`config.mk`:
```
export PLATFORM = sky130hd
export DESIGN_NAME = adc_temperature_moving_average
export DESIGN_NICKNAME = d
export VERILOG_FILES = /design/src/sv/atma_pkg.sv /design/src/sv/atma_ring.sv /design/src/sv/atma_div.sv /design/src/sv/adc_temperature_moving_average.sv
export SDC_FILE = /design/constraint.sdc
export NUM_CORES = 1
export LEC_CHECK = 0
export BUFFER_PORTS_ARGS = -buffer_cell sky130_fd_sc_hd__buf_2
export CAP_MARGIN = 20
export CELL_PAD_IN_SITES_DETAIL_PLACEMENT = 1
export CELL_PAD_IN_SITES_GLOBAL_PLACEMENT = 2
export CORE_ASPECT_RATIO = 1.2
export CORE_MARGIN = 2
export CORE_UTILIZATION = 30
export DETAILED_ROUTE_END_ITERATION = 12
export PLACE_DENSITY = 0.72
export SYNTH_ARGS = -nofsm -noshare
export SYNTH_HDL_FRONTEND = slang
export SYNTH_HIERARCHICAL = 1
export SYNTH_SLANG_ARGS = --single-unit
```
`constraint.sdc`:
```
create_clock -name clk -period 7 [get_ports clk]
set_input_delay 0.7 -clock clk [delete_from_list [all_inputs] [get_ports clk]]
set_output_delay 0.7 -clock clk [all_outputs]
set_load 0.03 [all_outputs]
```
`src/sv/atma_pkg.sv`:
```
// ----------------------------------------------------------------------------
// atma_pkg
// Shared widths, constants and types for the temperature moving average.
// ----------------------------------------------------------------------------
package atma_pkg;

  localparam int READING_W  = 10;
  localparam int VREF_W     = 13;
  localparam int TEMP_W     = 16;
  localparam int ADC_SHIFT  = 10;
  localparam int WINDOW_DEF = 8;

  localparam logic [VREF_W-1:0] VREF_RESET = 13'd5000;

  typedef struct packed {
    logic rd;
    logic wr;
  } ring_ctl_t;

endpackage

```
`src/sv/atma_ring.sv`:
```
// ----------------------------------------------------------------------------
// atma_ring
// Sample ring memory with write pointer, fill flag and running sum.
// ----------------------------------------------------------------------------
module atma_ring
  import atma_pkg::*;
#(
  parameter int WINDOW = WINDOW_DEF,
  parameter int SUM_W  = TEMP_W + $clog2(WINDOW),
  parameter int CNT_W  = $clog2(WINDOW + 1)
) (
  input  logic              clk,
  input  logic              rst,
  input  ring_ctl_t         ctl,
  input  logic [TEMP_W-1:0] temp,
  output logic [SUM_W-1:0]  sum,
  output logic [CNT_W-1:0]  count
);

  localparam int PTR_W = $clog2(WINDOW);

  logic [TEMP_W-1:0] mem [WINDOW];
  logic [TEMP_W-1:0] q;
  logic [PTR_W-1:0]  ptr;
  logic              full;
  logic [TEMP_W-1:0] old;
  logic [SUM_W-1:0]  sum_next;

  // entries are unwritten until the ring wraps; they read as zero
  assign old      = full ? q : '0;
  assign sum_next = sum - SUM_W'(old) + SUM_W'(temp);

  always_ff @(posedge clk) begin
    if (ctl.rd) begin
      q <= mem[ptr];
    end
    if (ctl.wr) begin
      mem[ptr] <= temp;
    end
  end

  always_ff @(posedge clk) begin
    if (rst) begin
      ptr   <= '0;
      full  <= 1'b0;
      sum   <= '0;
      count <= '0;
    end else if (ctl.wr) begin
      sum   <= sum_next;
      count <= full ? CNT_W'(WINDOW) : CNT_W'(ptr) + CNT_W'(1);
      if (ptr == PTR_W'(WINDOW - 1)) begin
        ptr  <= '0;
        full <= 1'b1;
      end else begin
        ptr <= ptr + PTR_W'(1);
      end
    end
  end

endmodule

```
`src/sv/atma_div.sv`:
```
// ----------------------------------------------------------------------------
// atma_div
// Bit-serial restoring divider, one quotient bit per cycle.
// ----------------------------------------------------------------------------
module atma_div
  import atma_pkg::*;
#(
  parameter int SUM_W = TEMP_W + 3,
  parameter int CNT_W = 4
) (
  input  logic             clk,
  input  logic             rst,
  input  logic             start,
  input  logic [SUM_W-1:0] dividend,
  input  logic [CNT_W-1:0] divisor,
  output logic             done,
  output logic [SUM_W-1:0] quotient
);

  localparam int STEP_W = $clog2(SUM_W + 1);

  logic              busy;
  logic [STEP_W-1:0] steps;
  logic [CNT_W-1:0]  rem;
  logic [CNT_W:0]    rem_sh;
  logic [CNT_W:0]    trial;
  logic              ge;

  assign rem_sh = {rem, quotient[SUM_W-1]};
  assign trial  = rem_sh - {1'b0, divisor};
  assign ge     = ~trial[CNT_W];

  always_ff @(posedge clk) begin
    if (rst) begin
      busy  <= 1'b0;
      done  <= 1'b0;
      steps <= '0;
    end else begin
      done <= !start && busy && (steps == STEP_W'(1));
      if (start) begin
        busy  <= 1'b1;
        steps <= STEP_W'(SUM_W);
      end else if (busy) begin
        steps <= steps - STEP_W'(1);
        if (steps == STEP_W'(1)) begin
          busy <= 1'b0;
        end
      end
    end
  end

  always_ff @(posedge clk) begin
    if (start) begin
      quotient <= dividend;
      rem      <= '0;
    end else if (busy) begin
      quotient <= {quotient[SUM_W-2:0], ge};
      rem      <= ge ? trial[CNT_W-1:0] : rem_sh[CNT_W-1:0];
    end
  end

endmodule

```
`src/sv/adc_temperature_moving_average.sv`:
```
// Each request runs through read, update, divider start, bit-serial divide and output load.
// No new request is taken until the result has been loaded into the output register.
// A finished result waits in the output register while the next request is taken.
// Reset (synchronous): vref_mv to 5000, pointer, fill flag and sum to zero.
// The ring memory is not cleared; the fill flag makes unwritten entries read as zero.
// ----------------------------------------------------------------------------
// adc_temperature_moving_average
// Scales converter readings to hundredths of a degree and keeps a boxcar mean.
// ----------------------------------------------------------------------------
module adc_temperature_moving_average
  import atma_pkg::*;
#(
  parameter int WINDOW = WINDOW_DEF
) (
  input  logic                 clk,
  input  logic                 rst,
  input  logic                 vref_we,
  input  logic [VREF_W-1:0]    vref_wdata,
  input  logic                 reading_valid,
  output logic                 reading_stall,
  input  logic [READING_W-1:0] adc_reading,
  output logic                 result_valid,
  input  logic                 result_stall,
  output logic [TEMP_W-1:0]    current_temp,
  output logic [TEMP_W-1:0]    average_temp
);

  localparam int SUM_W  = TEMP_W + $clog2(WINDOW);
  localparam int CNT_W  = $clog2(WINDOW + 1);
  localparam int VX_W   = VREF_W + 4;
  localparam int PROD_W = READING_W + VX_W;
  localparam int SC_W   = PROD_W - ADC_SHIFT;

  localparam logic [2:0] S_IDLE  = 3'd0;
  localparam logic [2:0] S_RD    = 3'd1;
  localparam logic [2:0] S_UPD   = 3'd2;
  localparam logic [2:0] S_START = 3'd3;
  localparam logic [2:0] S_DIV   = 3'd4;
  localparam logic [2:0] S_OUT   = 3'd5;

  logic [2:0]           state;
  logic [2:0]           state_next;
  logic [VREF_W-1:0]    vref_mv;
  logic [READING_W-1:0] reading;
  logic [TEMP_W-1:0]    temp;
  logic [VX_W-1:0]      vref_x10;
  logic [PROD_W-1:0]    prod;
  logic [SC_W-1:0]      scaled;
  logic [TEMP_W-1:0]    temp_sat;
  logic                 accept;
  logic                 out_load;
  ring_ctl_t            ctl;
  logic [SUM_W-1:0]     sum;
  logic [CNT_W-1:0]     count;
  logic                 div_done;
  logic [SUM_W-1:0]     quotient;

  assign accept        = reading_valid && !reading_stall;
  assign reading_stall = (state != S_IDLE);
  assign out_load      = (state == S_OUT) && (!result_valid || !result_stall);

  // reading * vref * 10 / 1024, saturated to 16 bits
  assign vref_x10 = VX_W'({vref_mv, 3'b000}) + VX_W'({vref_mv, 1'b0});
  assign prod     = PROD_W'(reading) * PROD_W'(vref_x10);
  assign scaled   = prod[PROD_W-1:ADC_SHIFT];
  assign temp_sat = (scaled[SC_W-1:TEMP_W] != '0) ? '1 : scaled[TEMP_W-1:0];

  assign ctl.rd = accept;
  assign ctl.wr = (state == S_UPD);

  atma_ring #(
    .WINDOW (WINDOW),
    .SUM_W  (SUM_W),
    .CNT_W  (CNT_W)
  ) u_ring (
    .clk   (clk),
    .rst   (rst),
    .ctl   (ctl),
    .temp  (temp),
    .sum   (sum),
    .count (count)
  );

  atma_div #(
    .SUM_W (SUM_W),
    .CNT_W (CNT_W)
  ) u_div (
    .clk      (clk),
    .rst      (rst),
    .start    (state == S_START),
    .dividend (sum),
    .divisor  (count),
    .done     (div_done),
    .quotient (quotient)
  );

  always_comb begin
    state_next = state;
    case (state)
      S_IDLE:  if (accept) state_next = S_RD;
      S_RD:    state_next = S_UPD;
      S_UPD:   state_next = S_START;
      S_START: state_next = S_DIV;
      S_DIV:   if (div_done) state_next = S_OUT;
      S_OUT:   if (out_load) state_next = S_IDLE;
      default: state_next = S_IDLE;
    endcase
  end

  always_ff @(posedge clk) begin
    if (rst) begin
      state        <= S_IDLE;
      vref_mv      <= VREF_RESET;
      result_valid <= 1'b0;
    end else begin
      state <= state_next;
      if (vref_we) begin
        vref_mv <= vref_wdata;
      end
      if (out_load) begin
        result_valid <= 1'b1;
      end else if (!result_stall) begin
        result_valid <= 1'b0;
      end
    end
  end

  always_ff @(posedge clk) begin
    if (accept) begin
      reading <= adc_reading;
    end
    if (state == S_RD) begin
      temp <= temp_sat;
    end
    if (out_load) begin
      current_temp <= temp;
      average_temp <= quotient[TEMP_W-1:0];
    end
  end

  a_accept_starts: assert property (@(posedge clk) disable iff (rst)
    accept |=> state == S_RD)
    else $error("request accept did not start processing");

  a_done_in_div: assert property (@(posedge clk) disable iff (rst)
    div_done |-> state == S_DIV)
    else $error("divider finished outside divide state");

  a_mean_fits: assert property (@(posedge clk) disable iff (rst)
    div_done |-> quotient[SUM_W-1:TEMP_W] == '0)
    else $error("mean exceeds 16 bits, running sum inconsistent");

  a_load_from_out: assert property (@(posedge clk) disable iff (rst)
    $rose(result_valid) |-> $past(state) == S_OUT)
    else $error("result raised outside output state");

endmodule

```
Word level (Yosys, flattened, before mapping) --
Memories as Yosys holds them, arrays and structs flattened. A register that Yosys moved wholly into a read port is not among the register bits. Cells that the tools add are included.
Word-level totals: flip-flop bits (word level) 132, memory bits (writable) 128, input port bits 28, output and inout port bits 34, word-level logic and storage cells 72, memories 1
Memories:
- u_ring.mem | words 8, width 16, rd ports 1, clocked after memory_dff 1, write ports 1, line atma_ring.sv:22 | logic [TEMP_W-1:0] mem [WINDOW];
Operators by class: add/sub/neg operators 7, multipliers 1, equal/unequal tests 11, muxes and demuxes 19, bitwise gates (word level) 1, reductions and logical operators 15
Operator list (count):
- 19-bit two-way mux | 2
- 10-bit by 17-bit multiplier with 27-bit output | 1
- 19-bit by 16-bit adder with 19-bit output | 1
- 19-bit by 16-bit subtractor with 19-bit output | 1
- 3-bit one-hot mux with 6 select lines | 1
- 16-bit by 14-bit adder with 17-bit output | 1
- 16-bit two-way mux | 1
- 3-bit two-way mux | 4
- 5-bit two-way mux | 2
- 3-bit == test, second input constant | 3
- 4-bit two-way mux | 2
- 1-bit two-way mux | 7
- 3-bit by 2-bit == test with 1-bit output, second input constant | 2
- 5-bit by 1-bit == test with 1-bit output, second input constant | 1
- 5-bit by 1-bit subtractor with 5-bit output, second input constant | 1
- 5-bit by 4-bit subtractor with 5-bit output | 1
- 3-bit by 1-bit adder with 4-bit output, second input constant | 1
- 1-bit logical AND | 4
- 1-bit zero test | 4
- 2-bit by 1-bit != test with 1-bit output, second input constant | 2
- 2-bit != test, second input constant | 2
- 3-bit by 1-bit adder with 3-bit output, second input constant | 1
- 3-bit by 1-bit == test with 1-bit output, second input constant | 1
- 3-bit zero test | 1
- 7 further kinds | 7

Logic depth before layout (Yosys ltp) --
depth after elaboration 5, gate-level depth with buffers 30, depth with buffers taken out 28

Cells and area by module --
Netlist, hierarchy kept.
Modules (own cells, without submodules):
- adc_temperature_moving_average | instances 1, cells an instance 818, area an instance 8192.9 um^2, seq. area each 2082.0 um^2
- atma_ring | instances 1, cells an instance 631, area an instance 8079.0 um^2, seq. area each 4864.7 um^2
- atma_div | instances 1, cells an instance 122, area an instance 1493.9 um^2, seq. area each 790.8 um^2

Worst setup path after synthesis --
No wires, ideal clock.
kind register to register, start register vref_mv[1], end register temp[13] (data pin), arrival time 6772 ps, data required time 6728 ps, path slack -44 ps, stages on the path, launching flop included 29, path buffers 3, path through dfxtp_1 -> buf_2 -> inv_1 -> fa_1 -> nor2b_1 -> o21ai_1 -> a21boi_1 -> o211ai_1 -> a21oi_1 -> or4_1 -> nand3_1 -> fa_1 -> inv_1 -> fa_1 -> fa_1 -> fa_1 -> inv_1 -> fa_1 -> inv_1 -> ha_1 -> a21o_1 -> a21o_1 -> o221ai_1 -> a211oi_2 -> o311ai_2 -> and3_1 -> buf_6 -> buf_8 -> o32ai_1
Between the ends: cells in the longest elaborated chain, start to end 2
RTL lines:
- from (decl) | line adc_temperature_moving_average.sv:43 | logic [VREF_W-1:0] vref_mv;
- from (signal assigned) | line adc_temperature_moving_average.sv:118 | vref_mv <= vref_wdata;
- 16-bit by 14-bit adder with 17-bit output | line adc_temperature_moving_average.sv:63 | assign vref_x10 = VX_W'({vref_mv, 3'b000}) + VX_W'({vref_mv, 1'b0});
- 10-bit by 17-bit multiplier with 27-bit output | line adc_temperature_moving_average.sv:64 | assign prod = PROD_W'(reading) * PROD_W'(vref_x10);
- to (signal assigned) | line adc_temperature_moving_average.sv:133 | temp <= temp_sat;
- to (decl) | line adc_temperature_moving_average.sv:45 | logic [TEMP_W-1:0] temp;
Every way passes these cells. A chain may end at the register's enable or synchronous reset.

Final worst setup path --
start register vref_mv[2], end register temp[15] (data pin)
Same word-level chain as after synthesis.

==> impl_results.md <==
- Placed wire-length estimate: 34400 um
- Worst-skew pair later-pin latency: 0.55 ns
- Top post-synthesis cells by area: edfxtp_1 (37%), fa_1 (14%), ha_1 (6.8%)
- Drt drc: 0
- Nets@finish: 1925
- Max-Cap Viols: 0
- Chip width: 226 um
- RSZ-0062 raised after global routing: true
- Worst-path clk slew: 0.06 ns
- Antenna Cells: 0
- Maximum clock frequency: 146 MHz
- Worst Path Max Fanout: 7
- CTS tree: done
- Initial DRC count: 504
- Outcome: finished clean
- Final period util: 98.1%
- Commonest non-fill, non-tap cells in the layout: edfxtp_1 (221), inv_1 (204), fa_1 (122)
- Slew @ Worst Pin: 1.12 ns
- Final GP Congestion: 0.850
- Critical path required time: 7.29 ns
- Antenna-violating nets left: 0
- Layout overhead on the synthesized area: 17.6%
- Synthesized instance count: 1571
- Worst R2R Setup Slack: 0.13 ns
- CP Capture Type: flop
- Area leader, netlist: edfxtp_1
- H-tree levels: 2
- Pre-antenna DRT Iters: 4
- Post-Layout Inst Area: 0.0209 sq mm
- Synth top area share: 37.4%
- Final WL: 47000 um
- Largest net degree at the start of global routing: 61
- Hold Vio Cnt, Final: 0
- Filler Cells Inserted: 6487
- Yosys warns: 6
- Core box area: 0.0585 sq mm
- CTS max path bufs: 3
- Yosys reg bits: 276
- Share of layout cells above drive strength 1: 20.2%
- First-pass GRT wire length: 73800 um
- Wirelength per Cell: 18.9 um
- Grt ovf: 0
- Area of the mapped netlist: 0.0178 sq mm
- Main synth FF type: edfxtp_1
- Hold Slack: 0.320 ns
- # IOs: 62
- Die H: 271 um
- Via density: 4.85
- Post-synth cell types: 84
- Slew HR: 25.5%
- Area of the die: 0.0612 sq mm
- Vias in the first global route: 13459
- Post-synthesis sequential area ratio: 43.6%
- Number of synthesized flops with an enable pin: 221
- IO Port Bufs: 61
- Critical path class: flop to flop
- Minimum clock period: 6.87 ns
- Syn_nets: 1823
- # rows: 97
- Syn_area_per_cell: 11.3 sq um
- Tot GR Track Use: 15.5%
- Fin. max-slew vios: 0
- TritonCTS Buffers: 34
- Clock Sinks: 276
- Arr. time, crit path: 7.16 ns
- Crit start category: flop
- CTS Root Cell: clkbuf_16
- Routed via count: 12087
- Initial antenna violation count: 0
- Post-CTS Hold Fix Bufs: 0
- Most common cell after layout, fill and taps aside: edfxtp_1
- Post-DP Area: 0.0193 sq mm
- Hold Crit Class: input pin to flop
- Setup Skew: 0.0206 ns
- Ys async rst share: 0%
- Initial Utilization: 30.4%
- Final setup viols: 0
through the flow:
stage | util (%) | instances | setup TNS, ns | worst slack [ns]
after floorplan | - | 1571 | 0 | 0.0696
after global placement | 33.0 | 2414 | 0 | 0.0368
after detailed placement | 33.0 | 2415 | -1.27 | -0.0964
after CTS | 34.9 | 2476 | 0 | 0.0304
after global routing | 35.7 | 2490 | -3.16 | -0.208
final | 35.7 | 2490 | 0 | 0.133
critical path, cell delays in order, from the launching register on:
cell and delay (ns):
dfxtp_4 0.37, ha_4 0.14, inv_2 0.04, fa_2 0.36, nor2b_2 0.13, o21ai_2 0.08
a21boi_2 0.18, o211ai_1 0.18, a21oi_2 0.28, buf_6 0.17, nor4_1 0.06, buf_4 0.18
nor3_1 0.23, fa_1 0.49, fa_1 0.58, fa_1 0.44, fa_1 0.49, ha_1 0.31
ha_1 0.31, a21o_1 0.18, a21o_1 0.18, a21oi_1 0.14, o21ai_0 0.14, o311ai_2 0.34
buf_4 0.17, and3_4 0.22, clkbuf_16 0.16, o21ai_1 0.06
repair_timing:
item | CTS | global route
setup buffers | 0 | 13
cloned | 0 | 2
pin swaps | 1 | 63
gates resized for setup | 5 | 73
endpoints found under the setup margin | 16 | 16
final timing paths:
| kind | from | to | cells past startpoint |
|---|---|---|---|
| min reg2reg | u_div/quotient[14]$_DFFE_PP_ | average_temp[14]$_DFFE_PP_ | 0 |
| max reg2reg | vref_mv[2]$_SDFFE_PP0P_ | temp[15]$_SDFFCE_PP1P_ | 27 |
| max | vref_mv[2]$_SDFFE_PP0P_ | temp[15]$_SDFFCE_PP1P_ | 27 |
| min | adc_reading[2] | reading[2]$_DFFE_PP_ | 1 |
cell usage after synthesis (all sizes together), types with 13 or more instances:
cell    count
inv       213
a31oi      13
nor2b      13
and2       66
buf        29
nand3      23
a22oi      27
nor2       69
mux2       60
and3       16
edfxtp    221
dfxtp      55
ha         97
nor3       36
nand2     121
o21ai      45
fa        127
clkbuf     38
mux2i      35
xor2       16
a21oi      60
xnor2      20
nand2b     23
cell type report:
cell class	instances	area [sq um]	share of cell area, %
clock buffers	44	920	4.40
clock inverters	17	153	0.730
inverters	213	800	3.83
multi-input cells	1015	9350	44.7
flip-flops and latches	276	7740	37.1
well taps	792	991	4.74
repair buffers	133	941	4.50
state kept, by name, indices dropped and copies added, names as in the netlist:
signal,cells
u_ring/mem,128
u_div/quotient,19
u_ring/sum,19
average_temp,16
current_temp,16
temp,16
u_ring/q,16
vref_mv,13
reading,10
u_div/steps,5
u_div/rem,4
u_ring/count,4
state,3
u_ring/ptr,3
result_valid,1
u_div/busy,1
u_div/done,1
u_ring/full,1
cells by family (layout without fill, tap and decap cells):
logic type | Yosys count | after routing | synth area share, %
compound gates | 245 | 245 | 9.51
xor+xnor | 36 | 36 | 1.77
fa+ha+maj | 224 | 224 | 21.1
buf+inv | 280 | 407 | 6.14
flops | 276 | 276 | 43.6
mux | 97 | 97 | 6.03
simple gates | 413 | 413 | 11.9
metal layers:
layer	routed length, um	vias to the layer above	global-route usage [%]
met2	25300	159	29.4
met5	0	-	0
li1	-	5651	-
met3	1250	72	2.07
met1	19100	6205	17.8
met4	1420	0	4.66
Power is left out: the tool's default activity adds up to more than one toggle a clock period on the data nets, which glitch-free logic cannot reach.
